File: config.mk
export PLATFORM = sky130hd
export DESIGN_NAME = tick_driven_uart_with_fifos
export DESIGN_NICKNAME = d
export VERILOG_FILES = /design/src/hw/rtl/tduart_pkg.sv /design/src/hw/rtl/tduart_obuf.sv /design/src/hw/rtl/tduart_core.sv /design/src/hw/rtl/tick_driven_uart_with_fifos.sv
export SDC_FILE = /design/constraint.sdc
export NUM_CORES = 1
export LEC_CHECK = 0
export BUFFER_PORTS_ARGS = -buffer_cell sky130_fd_sc_hd__buf_2
export CORE_MARGIN = 2
export CORE_UTILIZATION = 25
export DETAILED_ROUTE_END_ITERATION = 8
export GPL_ROUTABILITY_DRIVEN = 0
export GPL_TIMING_DRIVEN = 0
export PLACE_DENSITY_LB_ADDON = 0.3
export SETUP_SLACK_MARGIN = 0.3
export SYNTH_ARGS = -nofsm -noshare
export SYNTH_HDL_FRONTEND = slang
export SYNTH_SLANG_ARGS = --single-unit
File: constraint.sdc
create_clock -name clk -period 6.8 [get_ports clk]
set_clock_uncertainty 0.15 [all_clocks]
set_input_delay 1.36 -clock clk [delete_from_list [all_inputs] [get_ports clk]]
set_output_delay 1.36 -clock clk [all_outputs]
set_load 0.02 [all_outputs]
File: src/hw/rtl/tduart_pkg.sv
// ----------------------------------------------------------------------------
// UART package
// Shared types and constants of the tick-paced UART with transmit and
// receive rings.
// ----------------------------------------------------------------------------
`default_nettype none

package tduart_pkg;

	localparam int TX_RING_DEPTH = 16;
	localparam int RX_RING_DEPTH = 16;
	localparam int TX_PW         = $clog2(TX_RING_DEPTH);
	localparam int RX_PW         = $clog2(RX_RING_DEPTH);

	localparam logic [3:0] FRAME_BITS   = 4'd10;
	localparam logic [3:0] DATA_BITS    = 4'd8;
	localparam logic [7:0] START_GAP    = 8'd4;
	localparam logic [7:0] PERIOD_RESET = 8'd5;

	localparam int IN_DATA_W  = 16;
	localparam int IN_USER_W  = 2;
	localparam int OUT_DATA_W = 24;

	typedef enum logic [1:0] {
		CMD_TICK = 2'd0,
		CMD_PUSH = 2'd1,
		CMD_POP  = 2'd2
	} cmd_t;

	typedef struct packed {
		logic [1:0] cmd;
		logic       rx_line;
		logic [7:0] tx_byte;
	} item_t;

	// Declared from the highest field down so that tx_line sits at bit 0.
	typedef struct packed {
		logic [3:0] tx_pending;
		logic [3:0] rx_count;
		logic [7:0] rx_byte;
		logic       pop_valid;
		logic       push_accepted;
		logic       tx_line;
	} result_t;

	localparam int RESULT_W = $bits(result_t);

endpackage

`default_nettype wire

File: src/hw/rtl/tduart_obuf.sv
// ----------------------------------------------------------------------------
// UART result buffer
// Two-entry output register with skid stage; the ready towards the core is
// taken from a register.
// ----------------------------------------------------------------------------
`default_nettype none

module tduart_obuf (
	input  wire logic                      clk,
	input  wire logic                      arst_n,
	input  wire logic                      in_valid,
	output logic                           in_ready,
	input  wire tduart_pkg::result_t       in_res,
	output logic                           out_valid,
	input  wire logic                      out_ready,
	output tduart_pkg::result_t            out_res
);

	logic                out_v_q;
	logic                skid_v_q;
	tduart_pkg::result_t out_d_q;
	tduart_pkg::result_t skid_d_q;
	logic                take_in;
	logic                drain;

	assign in_ready  = !skid_v_q;
	assign take_in   = in_valid && in_ready;
	assign drain     = out_v_q && out_ready;
	assign out_valid = out_v_q;
	assign out_res   = out_d_q;

	always_ff @(posedge clk or negedge arst_n) begin
		if (!arst_n) begin
			out_v_q  <= 1'b0;
			skid_v_q <= 1'b0;
		end else begin
			priority if (drain && skid_v_q) begin
				out_v_q  <= 1'b1;
				skid_v_q <= 1'b0;
			end else if (drain || !out_v_q) begin
				out_v_q <= take_in;
			end else if (take_in) begin
				skid_v_q <= 1'b1;
			end else begin
			end
		end
	end

	always_ff @(posedge clk) begin
		priority if (drain && skid_v_q) begin
			out_d_q <= skid_d_q;
		end else if (drain || !out_v_q) begin
			out_d_q <= in_res;
		end else if (take_in) begin
			skid_d_q <= in_res;
		end else begin
		end
	end

endmodule

`default_nettype wire

File: src/hw/rtl/tduart_core.sv
// ----------------------------------------------------------------------------
// UART core
// Transmitter, receiver, both rings and the bit period register; one word
// updates all of this state but the bit period register together.
// ----------------------------------------------------------------------------
`default_nettype none

module tduart_core (
	input  wire logic                 clk,
	input  wire logic                 arst_n,
	input  wire logic                 cfg_we,
	input  wire logic [7:0]           cfg_wdata,
	input  wire logic                 adv,
	input  wire tduart_pkg::item_t    item,
	output tduart_pkg::result_t       res
);

	localparam int TxPw = tduart_pkg::TX_PW;
	localparam int RxPw = tduart_pkg::RX_PW;
	localparam logic [TxPw-1:0] TxLast   = TxPw'(tduart_pkg::TX_RING_DEPTH - 1);
	localparam logic [RxPw-1:0] RxLast   = RxPw'(tduart_pkg::RX_RING_DEPTH - 1);
	localparam logic [TxPw:0]   TxDepthW = (TxPw + 1)'(tduart_pkg::TX_RING_DEPTH);
	localparam logic [RxPw:0]   RxDepthW = (RxPw + 1)'(tduart_pkg::RX_RING_DEPTH);

	logic [7:0] bit_period_q;

	logic [7:0]      tx_ring_q [tduart_pkg::TX_RING_DEPTH];
	logic [7:0]      rx_ring_q [tduart_pkg::RX_RING_DEPTH];
	logic [TxPw-1:0] tx_head_q, tx_tail_q, tx_head_d, tx_tail_d;
	logic [RxPw-1:0] rx_head_q, rx_tail_q, rx_head_d, rx_tail_d;
	logic [TxPw-1:0] tx_head_inc, tx_tail_inc;
	logic [RxPw-1:0] rx_head_inc, rx_tail_inc;

	logic [9:0] tx_shift_q, tx_shift_d;
	logic [3:0] tx_bits_q, tx_bits_d, tx_bits_dec;
	logic [7:0] tx_cd_q, tx_cd_d, tx_cd_dec;
	logic       tx_active_q, tx_active_d;
	logic       tx_level_q, tx_level_d;

	logic [7:0] rx_shift_q, rx_shift_d;
	logic [7:0] rx_mask_q, rx_mask_d;
	logic [3:0] rx_bits_q, rx_bits_d, rx_bits_dec;
	logic [7:0] rx_cd_q, rx_cd_d, rx_cd_dec;
	logic       rx_active_q, rx_active_d;
	logic       rx_stop_q, rx_stop_d;

	logic       tx_wr, rx_wr;
	logic [7:0] tx_tail_byte, rx_tail_byte;
	logic       accepted, popped_valid;
	logic [7:0] popped;
	logic [TxPw:0] tx_cnt;
	logic [RxPw:0] rx_cnt;

	assign tx_head_inc  = (tx_head_q == TxLast) ? '0 : tx_head_q + 1'b1;
	assign tx_tail_inc  = (tx_tail_q == TxLast) ? '0 : tx_tail_q + 1'b1;
	assign rx_head_inc  = (rx_head_q == RxLast) ? '0 : rx_head_q + 1'b1;
	assign rx_tail_inc  = (rx_tail_q == RxLast) ? '0 : rx_tail_q + 1'b1;
	assign tx_tail_byte = tx_ring_q[tx_tail_q];
	assign rx_tail_byte = rx_ring_q[rx_tail_q];
	assign tx_cd_dec    = tx_cd_q - 8'd1;
	assign rx_cd_dec    = rx_cd_q - 8'd1;
	assign tx_bits_dec  = tx_bits_q - 4'd1;
	assign rx_bits_dec  = rx_bits_q - 4'd1;

	always_comb begin
		tx_head_d    = tx_head_q;
		tx_tail_d    = tx_tail_q;
		rx_head_d    = rx_head_q;
		rx_tail_d    = rx_tail_q;
		tx_shift_d   = tx_shift_q;
		tx_bits_d    = tx_bits_q;
		tx_cd_d      = tx_cd_q;
		tx_active_d  = tx_active_q;
		tx_level_d   = tx_level_q;
		rx_shift_d   = rx_shift_q;
		rx_mask_d    = rx_mask_q;
		rx_bits_d    = rx_bits_q;
		rx_cd_d      = rx_cd_q;
		rx_active_d  = rx_active_q;
		rx_stop_d    = rx_stop_q;
		tx_wr        = 1'b0;
		rx_wr        = 1'b0;
		accepted     = 1'b0;
		popped_valid = 1'b0;
		popped       = 8'd0;

		unique case (item.cmd)
			tduart_pkg::CMD_TICK: begin
				// Transmitter: only busy while the ring holds the byte in flight.
				if (tx_head_q != tx_tail_q) begin
					if (!tx_active_q) begin
						tx_shift_d  = {1'b1, tx_tail_byte, 1'b0};
						tx_bits_d   = tduart_pkg::FRAME_BITS;
						tx_cd_d     = bit_period_q;
						tx_active_d = 1'b1;
					end else if (tx_cd_dec != 8'd0) begin
						tx_cd_d = tx_cd_dec;
					end else begin
						tx_level_d = tx_shift_q[0];
						tx_shift_d = {1'b0, tx_shift_q[9:1]};
						tx_cd_d    = bit_period_q;
						tx_bits_d  = tx_bits_dec;
						if (tx_bits_dec == 4'd0) begin
							tx_tail_d   = tx_tail_inc;
							tx_active_d = 1'b0;
						end
					end
				end
				// Receiver.
				if (rx_stop_q) begin
					rx_cd_d = rx_cd_dec;
					if (rx_cd_dec == 8'd0) begin
						if (rx_head_inc != rx_tail_q) begin
							rx_wr     = 1'b1;
							rx_head_d = rx_head_inc;
						end
						rx_stop_d   = 1'b0;
						rx_active_d = 1'b0;
					end
				end else if (!rx_active_q) begin
					if (!item.rx_line) begin
						rx_bits_d   = tduart_pkg::DATA_BITS;
						rx_cd_d     = bit_period_q + tduart_pkg::START_GAP;
						rx_shift_d  = 8'd0;
						rx_stop_d   = 1'b0;
						rx_mask_d   = 8'd1;
						rx_active_d = 1'b1;
					end
				end else if (rx_cd_dec != 8'd0) begin
					rx_cd_d = rx_cd_dec;
				end else begin
					if (item.rx_line) begin
						rx_shift_d = rx_shift_q | rx_mask_q;
					end
					rx_mask_d = {rx_mask_q[6:0], 1'b0};
					rx_bits_d = rx_bits_dec;
					if (rx_bits_dec == 4'd0) begin
						rx_stop_d = 1'b1;
					end
					rx_cd_d = bit_period_q;
				end
			end
			tduart_pkg::CMD_PUSH: begin
				if (tx_head_inc != tx_tail_q) begin
					tx_wr     = 1'b1;
					tx_head_d = tx_head_inc;
					accepted  = 1'b1;
				end
			end
			tduart_pkg::CMD_POP: begin
				if (rx_head_q != rx_tail_q) begin
					popped       = rx_tail_byte;
					rx_tail_d    = rx_tail_inc;
					popped_valid = 1'b1;
				end
			end
			default: begin
			end
		endcase
	end

	// Fill levels after this word, wrapped around the ring depth.
	assign tx_cnt = (tx_head_d >= tx_tail_d) ? {1'b0, tx_head_d} - {1'b0, tx_tail_d}
	                                         : {1'b0, tx_head_d} + TxDepthW - {1'b0, tx_tail_d};
	assign rx_cnt = (rx_head_d >= rx_tail_d) ? {1'b0, rx_head_d} - {1'b0, rx_tail_d}
	                                         : {1'b0, rx_head_d} + RxDepthW - {1'b0, rx_tail_d};

	always_comb begin
		res.tx_line       = tx_level_d;
		res.push_accepted = accepted;
		res.pop_valid     = popped_valid;
		res.rx_byte       = popped;
		res.rx_count      = 4'(rx_cnt);
		res.tx_pending    = 4'(tx_cnt);
	end

	always_ff @(posedge clk or negedge arst_n) begin
		if (!arst_n) begin
			bit_period_q <= tduart_pkg::PERIOD_RESET;
		end else if (cfg_we) begin
			bit_period_q <= cfg_wdata;
		end
	end

	always_ff @(posedge clk or negedge arst_n) begin
		if (!arst_n) begin
			tx_head_q   <= '0;
			tx_tail_q   <= '0;
			rx_head_q   <= '0;
			rx_tail_q   <= '0;
			tx_shift_q  <= '0;
			tx_bits_q   <= '0;
			tx_cd_q     <= '0;
			tx_active_q <= 1'b0;
			tx_level_q  <= 1'b1;
			rx_shift_q  <= '0;
			rx_mask_q   <= '0;
			rx_bits_q   <= '0;
			rx_cd_q     <= '0;
			rx_active_q <= 1'b0;
			rx_stop_q   <= 1'b0;
		end else if (adv) begin
			tx_head_q   <= tx_head_d;
			tx_tail_q   <= tx_tail_d;
			rx_head_q   <= rx_head_d;
			rx_tail_q   <= rx_tail_d;
			tx_shift_q  <= tx_shift_d;
			tx_bits_q   <= tx_bits_d;
			tx_cd_q     <= tx_cd_d;
			tx_active_q <= tx_active_d;
			tx_level_q  <= tx_level_d;
			rx_shift_q  <= rx_shift_d;
			rx_mask_q   <= rx_mask_d;
			rx_bits_q   <= rx_bits_d;
			rx_cd_q     <= rx_cd_d;
			rx_active_q <= rx_active_d;
			rx_stop_q   <= rx_stop_d;
		end
	end

	always_ff @(posedge clk) begin
		if (adv && tx_wr) begin
			tx_ring_q[tx_head_q] <= item.tx_byte;
		end
		if (adv && rx_wr) begin
			rx_ring_q[rx_head_q] <= rx_shift_q;
		end
	end

endmodule

`default_nettype wire

File: src/hw/rtl/tick_driven_uart_with_fifos.sv
// ----------------------------------------------------------------------------
// Tick-paced 8N1 UART with FIFOs
// Ticks, transmit pushes and receive pops arrive as stream words; each word
// returns one status word.
// ----------------------------------------------------------------------------
// Channel | Direction | Carries
// s_*     | in        | tuser[1:0] cmd; tdata rx_line, tx_byte
// m_*     | out       | tdata tx_line, push_accepted, pop_valid, rx_byte,
//         |           |       rx_count, tx_pending
// cfg_*   | in        | bit_period, written on cfg_we
//
// One word is accepted every cycle while s_tready is high; each result passes
// through the input register, then the result register, before it is presented.
// The whole UART state updates together from the registered word.
// Reset clears pointers and control state at once; ring contents start
// undefined and are never read before being written.
// A two-entry result buffer keeps accepting while m_tready is low; s_tready
// drops only once both entries and the input register are full.
// ----------------------------------------------------------------------------
`default_nettype none

module tick_driven_uart_with_fifos (
	input  wire logic                                 clk,
	input  wire logic                                 arst_n,
	input  wire logic                                 s_tvalid,
	output logic                                      s_tready,
	// rx_line, tx_byte, zero padding
	input  wire logic [tduart_pkg::IN_DATA_W-1:0]     s_tdata,
	// cmd
	input  wire logic [tduart_pkg::IN_USER_W-1:0]     s_tuser,
	output logic                                      m_tvalid,
	input  wire logic                                 m_tready,
	// tx_line, push_accepted, pop_valid, rx_byte, rx_count, tx_pending, padding
	output logic [tduart_pkg::OUT_DATA_W-1:0]         m_tdata,
	input  wire logic                                 cfg_we,
	input  wire logic [7:0]                           cfg_wdata
);

	logic                v_s1;
	tduart_pkg::item_t   item_s1;
	logic                ob_ready;
	logic                adv;
	tduart_pkg::result_t core_res;
	tduart_pkg::result_t out_res;

	assign adv      = v_s1 && ob_ready;
	assign s_tready = !v_s1 || ob_ready;

	always_ff @(posedge clk or negedge arst_n) begin
		if (!arst_n) begin
			v_s1 <= 1'b0;
		end else if (s_tready) begin
			v_s1 <= s_tvalid;
		end
	end

	always_ff @(posedge clk) begin
		if (s_tvalid && s_tready) begin
			item_s1.cmd     <= s_tuser;
			item_s1.rx_line <= s_tdata[0];
			item_s1.tx_byte <= s_tdata[8:1];
		end
	end

	tduart_core u_core (
		.clk       (clk),
		.arst_n    (arst_n),
		.cfg_we    (cfg_we),
		.cfg_wdata (cfg_wdata),
		.adv       (adv),
		.item      (item_s1),
		.res       (core_res)
	);

	tduart_obuf u_obuf (
		.clk       (clk),
		.arst_n    (arst_n),
		.in_valid  (v_s1),
		.in_ready  (ob_ready),
		.in_res    (core_res),
		.out_valid (m_tvalid),
		.out_ready (m_tready),
		.out_res   (out_res)
	);

	assign m_tdata = {(tduart_pkg::OUT_DATA_W - tduart_pkg::RESULT_W)'(0), out_res};

endmodule

`default_nettype wire

==> impl_metrics.toml, run 1 <==
[hold_path]
worstHoldStart = "u_core.tx_level_q"
hp-class = "register to register"

[finish]
nNetsFinal = 1233
multi_input_area_sq_um = 5060
layout.cells.most_common = "edfxtp_1"
fillers = 6617
fin_util_pct = 29.5
layout_common_cells = "edfxtp_1 (305), nand2_1 (95), dfrtp_1 (78), mux4_2 (72), nor2_1 (59)"
syn_to_final_growth_pct = 16.8
diodes = 0
seq_area_sq_um = 11200
layout-drive-gt1-share_pct = 19.2

[clocking]
tritoncts = "built"
cts_made_buffers = 43
htree_levels = 2
post-cts-setup-buffers = 0
cts-resized-gates = 0
clk_latency_ns = 0.56
clkSlewWorstSetupHoldPaths_ns = 0.06
holdBufCountCts = 0
ctsLongestPathBuffers = 3
cts-root-buf = "clkbuf_16"
clock-sinks = 386

[pwr]
clkPwrFrac_pct = 37.6
intPower_mw = 4.46
leakage_nw = 6.57
p_switching_mw = 1.63
ir_worst_vdd_mv = 0.157
combPwrFrac_pct = 14.2
p_seq_share_pct = 48.2
pwr_density_cell_nw_per_um2 = 315
p_sw_share_pct = 26.8

[worst_setup_path]
cp_common_cell = "xnor2_1"
cpMaxStageDelayCell = "a311oi_1"
worstSetupStartpointType = "register"
crit_chain = "ha_1 > inv_1 > a311oi_1 > xnor2_1 > o21ai_0 > inv_1 > o21ai_0 > ha_1 > a21o_1 > a21oi_1 > xnor2_1 > xnor2_1 > mux2_4"
rr_startpoint = "u_core.tx_head_q[0]"
end_kind = "register"
critPathArrivalTime_ns = 4.89
cp.required_ns = 6.96
worstPathMaxFanout = 8
crit_type = "register to register"
max_stage_delay_ns = 0.63
crit_start = "u_core.tx_head_q[0]"

[timing]
layout_min_cycle_time_ns = 4.74
final-hold-violation-count = 0
max_slew_margin_pct = 30.2
tns_ns = 0
rsz0062_at_grt = "no"
fmax_ghz = 0.211
finalMaxSlewViolations = 0
finalSetupViolCount = 0
tightest_slew_ns = 1.04
layout_setup_ws_ns = 2.06
period_share_pct = 69.6
hold_ws_ns = 0.310

[logic_synthesis]
async_flop_share_pct = 21.0
synth_ff_type = "edfxtp_1"
synth-edff-count = 305
ys_warn_count = 0
synth_area_per_cell_sq_um = 15.3
synth_area_leader_cell = "edfxtp_1"
ys_seq_elements = 386
netlist_area_sq_um = 16500
synth_cell_types = 65
synth-seq-area-share_pct = 67.6
synth_top_area_share_pct = 55.3
synth_cells = 1079
yosys-top-cells-area = "edfxtp_1 (55%), dfrtp_1 (12%), mux4_2 (9.8%)"

[floorplan]
die_area_sq_um = 68300
rows = 94
die_h_um = 261
start_util_pct = 25.2
die_w_um = 261
core_area_sq_um = 65600
pin_count = 57

[global_routing]
grt.total_usage_pct = 11.1
grt_pass1_wl_mm = 57.4
grt_pass1_vias = 9295
grt_antenna_before_repair = 2
overflow = 0
grt_max_degree = 53

[run]
max-cap-violations = 0

[routing]
vias = 9324
dr.pass1.iters = 5
ant_nets = 0
drc = 0
wirelength_mm = 37.2
drt_iter0_drc = 713
wl_per_cell_um = 18.0
vias_per_cell = 4.50

[place]
io_buffer_count = 44
dpl.hpwl_mm = 25.2
place_ws_ns = 2.07

[status]
outcome = "finished clean"
## through the flow
step / instances / total power, mW / area [sq um]
after detailed placement: 1994 / 3.86 / 17900
final: 2072 / 6.09 / 19300
after CTS: 2072 / 6.17 / 19300
after floorplan: 1083 / 3.55 / 16600
after global placement: 1991 / 3.83 / 17900
after global routing: 2072 / 6.38 / 19300
## state kept, by name, summed over array words and instances, names as in the netlist, 10 cells and up
name,count
u_obuf.out_res,19
u_core.rx_ring_q,128
u_core.tx_shift_q,10
u_obuf.skid_d_q,19
item_s1,11
u_core.tx_ring_q,128
## metal layers
metal / up-vias / share of wire, % / track usage (%)
met5: - / 0.073 / 0
met4: 4 / 2.3 / 3.63
met3: 57 / 5.4 / 2.40
met2: 204 / 44 / 16.6
met1: 4743 / 48 / 16.0
li1: 4316 / - / -
## synthesized netlist by cell type, types with 3 or more instances
master and instances:
ha_1 25, dfstp_2 3, clkbuf_1 38, o31ai_1 5, edfxtp_1 305, and3_1 7
nand4_1 6, buf_1 6, or2_2 5, nor3b_1 4, o21ai_0 54, buf_4 5
mux2i_1 12, dfrtp_1 78, o22ai_1 5, mux2_2 19, nand2b_1 6, and2_1 27
buf_2 6, a21o_1 10, a211oi_1 17, a32o_1 3, xnor2_1 26, o21a_1 4
nor2b_1 13, a21oi_1 43, nand3_1 13, nor3_1 18, nor4_1 5, nor2_1 60
xor2_1 10, inv_1 29, a31oi_1 8, nand2_1 95, mux4_2 72
## area by class of cell
| cell class | instances | area share [%] |
|---|---|---|
| plain buffers | 55 | 1.20 |
| clock buffers | 60 | 6.21 |
| clock inverters | 18 | 0.932 |
| inverters | 29 | 0.563 |
| multi-input cells | 613 | 26.2 |
| flip-flops and latches | 386 | 57.9 |
| well taps | 864 | 5.59 |
| repair buffers | 47 | 1.41 |
## path summary, 6_finish.rpt
| check | depth (start not counted) | end | slack (ns) |
|---|---|---|---|
| worst max-delay path | 13 | u_obuf.out_res[18] | 2.06 |
| worst min-delay path | 2 | u_core.tx_level_q | 0.31 |
| worst max register to register | 13 | u_obuf.out_res[18] | 2.06 |
| worst min register to register | 2 | u_core.tx_level_q | 0.31 |
| max in group asynchronous | 2 | u_core.tx_level_q | 5.23 |
| min in group asynchronous | 1 | u_core.rx_cd_q[2] | 0.60 |
## critical path, delay by kind of cell, from the launching register on
kind            cells  cell delay, ns
compound gates      5            1.93
fa+ha+maj           2            0.80
flops               1            0.51
buf+inv             2            0.41
xor+xnor            3            0.41
mux                 1            0.28
## power by group through the flow
stage | Clock, mW | Sequential, mW | Combinational (mW)
2_1_floorplan | 0 | 2.99 | 0.555
3_3_place_gp | 0 | 2.98 | 0.853
3_5_place_dp | 0 | 2.98 | 0.878
4_1_cts | 2.35 | 2.94 | 0.881
5_1_grt | 2.44 | 2.97 | 0.981
6_report | 2.29 | 2.94 | 0.867
## cells by family (layout without fill, tap and decap cells)
logic type,count (synthesis),in the layout,share of synthesized area [%]
AOI/OAI and AO/OA,167,167,6.17
xor gates and xnor gates,37,37,2.05
adders and majority gates,27,27,2.13
buffers and inverters,84,209,2.06
DFF,386,386,67.6
muxes,105,105,12.0
other,1,5,0.0227
and+or+nand+nor,272,272,7.95
No activity file was read; power rests on OpenSTA's default activity.
==> inputs of run 2 (changes only) <==
Clock period 6.8 ns to 4.7 ns, I/O delays scaled along.
==> impl_metrics.toml, run 2 (same netlist as run 1, synthesis figures left out) <==
[status]
outcome = "finished clean"

[clocking]
ctsLongestPathBuffers = 3
cts-root-buf = "clkbuf_16"
clk_latency_ns = 0.57
clock-sinks = 386
htree_levels = 2
cts_made_buffers = 43
tritoncts = "built"
clkSlewWorstSetupHoldPaths_ns = 0.06
post-cts-setup-buffers = 0

[run]
max-cap-violations = 0

[worst_setup_path]
worstSetupStartpointType = "register"
reg2reg_depth = 14
crit_path_end = "u_obuf.out_res[18]"
rr_startpoint = "u_core.tx_cd_q[0]"
cp.required_ns = 4.86
crit_start = "u_core.tx_cd_q[0]"
r2r_slack_ns = 0.47
rr_endpoint = "u_obuf.out_res[18]"
end_kind = "register"
critPathArrivalTime_ns = 4.39
worstPathMaxFanout = 5
crit_type = "register to register"

[pwr]
intPower_mw = 6.46
combPwrFrac_pct = 14.4
p_seq_share_pct = 48.1
ir_worst_vdd_mv = 0.228
p_switching_mw = 2.37
leakage_nw = 6.56
p_sw_share_pct = 26.8
clkPwrFrac_pct = 37.5
pwr_density_cell_nw_per_um2 = 456

[finish]
nNetsFinal = 1233
diodes = 0
layout-drive-gt1-share_pct = 19.7
fin_util_pct = 29.5
stdcell_count = 2072
syn_to_final_growth_pct = 16.9
fin_area_sq_um = 19300
layout.cells.most_common = "edfxtp_1"
top_regs = "u_core.rx_ring_q: 128 flops, u_core.tx_ring_q: 128 flops"
fillers = 6609
layout_common_cells = "edfxtp_1 (305), nand2_1 (95), dfrtp_1 (78), mux4_2 (72), nor2_1 (58)"

[place]
place_area_sq_um = 17900
dpl.hpwl_mm = 25.2
place_ws_ns = -0.0281
dpl.cell_count = 1994
io_buffer_count = 44

[global_routing]
grt.total_usage_pct = 11.1
overflow = 0
grt_antenna_before_repair = 2
grt_max_degree = 53
grt_pass1_vias = 9296
grt_pass1_wl_mm = 57.4

[hold_path]
hp-class = "input pin to asynchronous set/reset pin"

[floorplan]
pin_count = 57
rows = 94
die_w_um = 261
core_area_sq_um = 65600
die_h_um = 261
die_area_sq_um = 68300
start_util_pct = 25.2

[routing]
drt_iter0_drc = 677
drc = 0
wirelength_mm = 37.3
dr.pass1.iters = 5
vias_per_cell = 4.50
wl_per_cell_um = 18.0
ant_nets = 0
vias = 9319

[timing]
finalMaxSlewViolations = 0
rsz0062_at_grt = "yes"
tightest_slew_ns = 1.04
layout_min_cycle_time_ns = 4.23
layout_setup_ws_ns = 0.472
finalSetupViolCount = 0
hold_ws_ns = 0.181
max_slew_margin_pct = 30.3
fmax_ghz = 0.237
period_share_pct = 89.9
final-hold-violation-count = 0
run 2: worst min-delay path by stage:
stage,from,to,slack [ns]
6_report,arst_n,u_core.rx_cd_q[2],0.18
5_1_grt,arst_n,u_core.rx_cd_q[2],0.20
4_1_cts,arst_n,u_core.bit_period_q[1],0.17
3_5_place_dp,u_core.tx_level_q,u_core.tx_level_q,0.30
3_3_place_gp,u_core.tx_level_q,u_core.tx_level_q,0.31
2_1_floorplan,u_core.tx_level_q,u_core.tx_level_q,0.29
run 2: area by class of cell:
class	count	area [sq um]	share of cell area, %
clock buffers	60	1200	6.21
flip-flops and latches	386	11200	57.8
clock inverters	18	180	0.931
multi-input cells	613	5080	26.3
repair buffers	47	273	1.41
inverters	29	109	0.563
plain buffers	55	234	1.21
well taps	864	1080	5.59
run 2: timing repair:
action / 4_1_cts / 5_1_grt
gates resized for setup: 3 / 7
hold buffers: 0 / 0
endpoints found under the setup margin: 2 / 27
run 2: critical path: stages (launching register included):
cell     delay [ns]
dfrtp_1        0.41
inv_1          0.10
ha_1           0.21
or3b_4         0.41
o31a_1         0.26
or4_4          0.55
nor2_1         0.20
nand2_1        0.15
mux2i_2        0.33
ha_1           0.29
a21o_1         0.17
a21oi_1        0.17
xnor2_1        0.15
xnor2_1        0.15
mux2_4         0.28
run 2: stage by stage:
| step | TNS (ns) | total power [mW] |
|---|---|---|
| floorplan | 0 | 5.13 |
| global placement | -0.0323 | 5.54 |
| detailed placement | -0.0281 | 5.59 |
| CTS | 0 | 8.93 |
| global route | 0 | 9.24 |
| finish | 0 | 8.82 |
run 2: power groups by stage:
stage / Combinational [mW] / Sequential (mW) / Clock [mW]
floorplan: 0.803 / 4.33 / 0
global placement: 1.23 / 4.31 / 0
detailed placement: 1.27 / 4.32 / 0
CTS: 1.28 / 4.25 / 3.40
global route: 1.43 / 4.29 / 3.52
finish: 1.27 / 4.25 / 3.31
run 2: routing by layer:
metal	routed length (um)	global-route usage, %
met3	2090	2.40
met5	14	0
met2	16600	16.6
met4	858	3.63
met1	17800	16.0
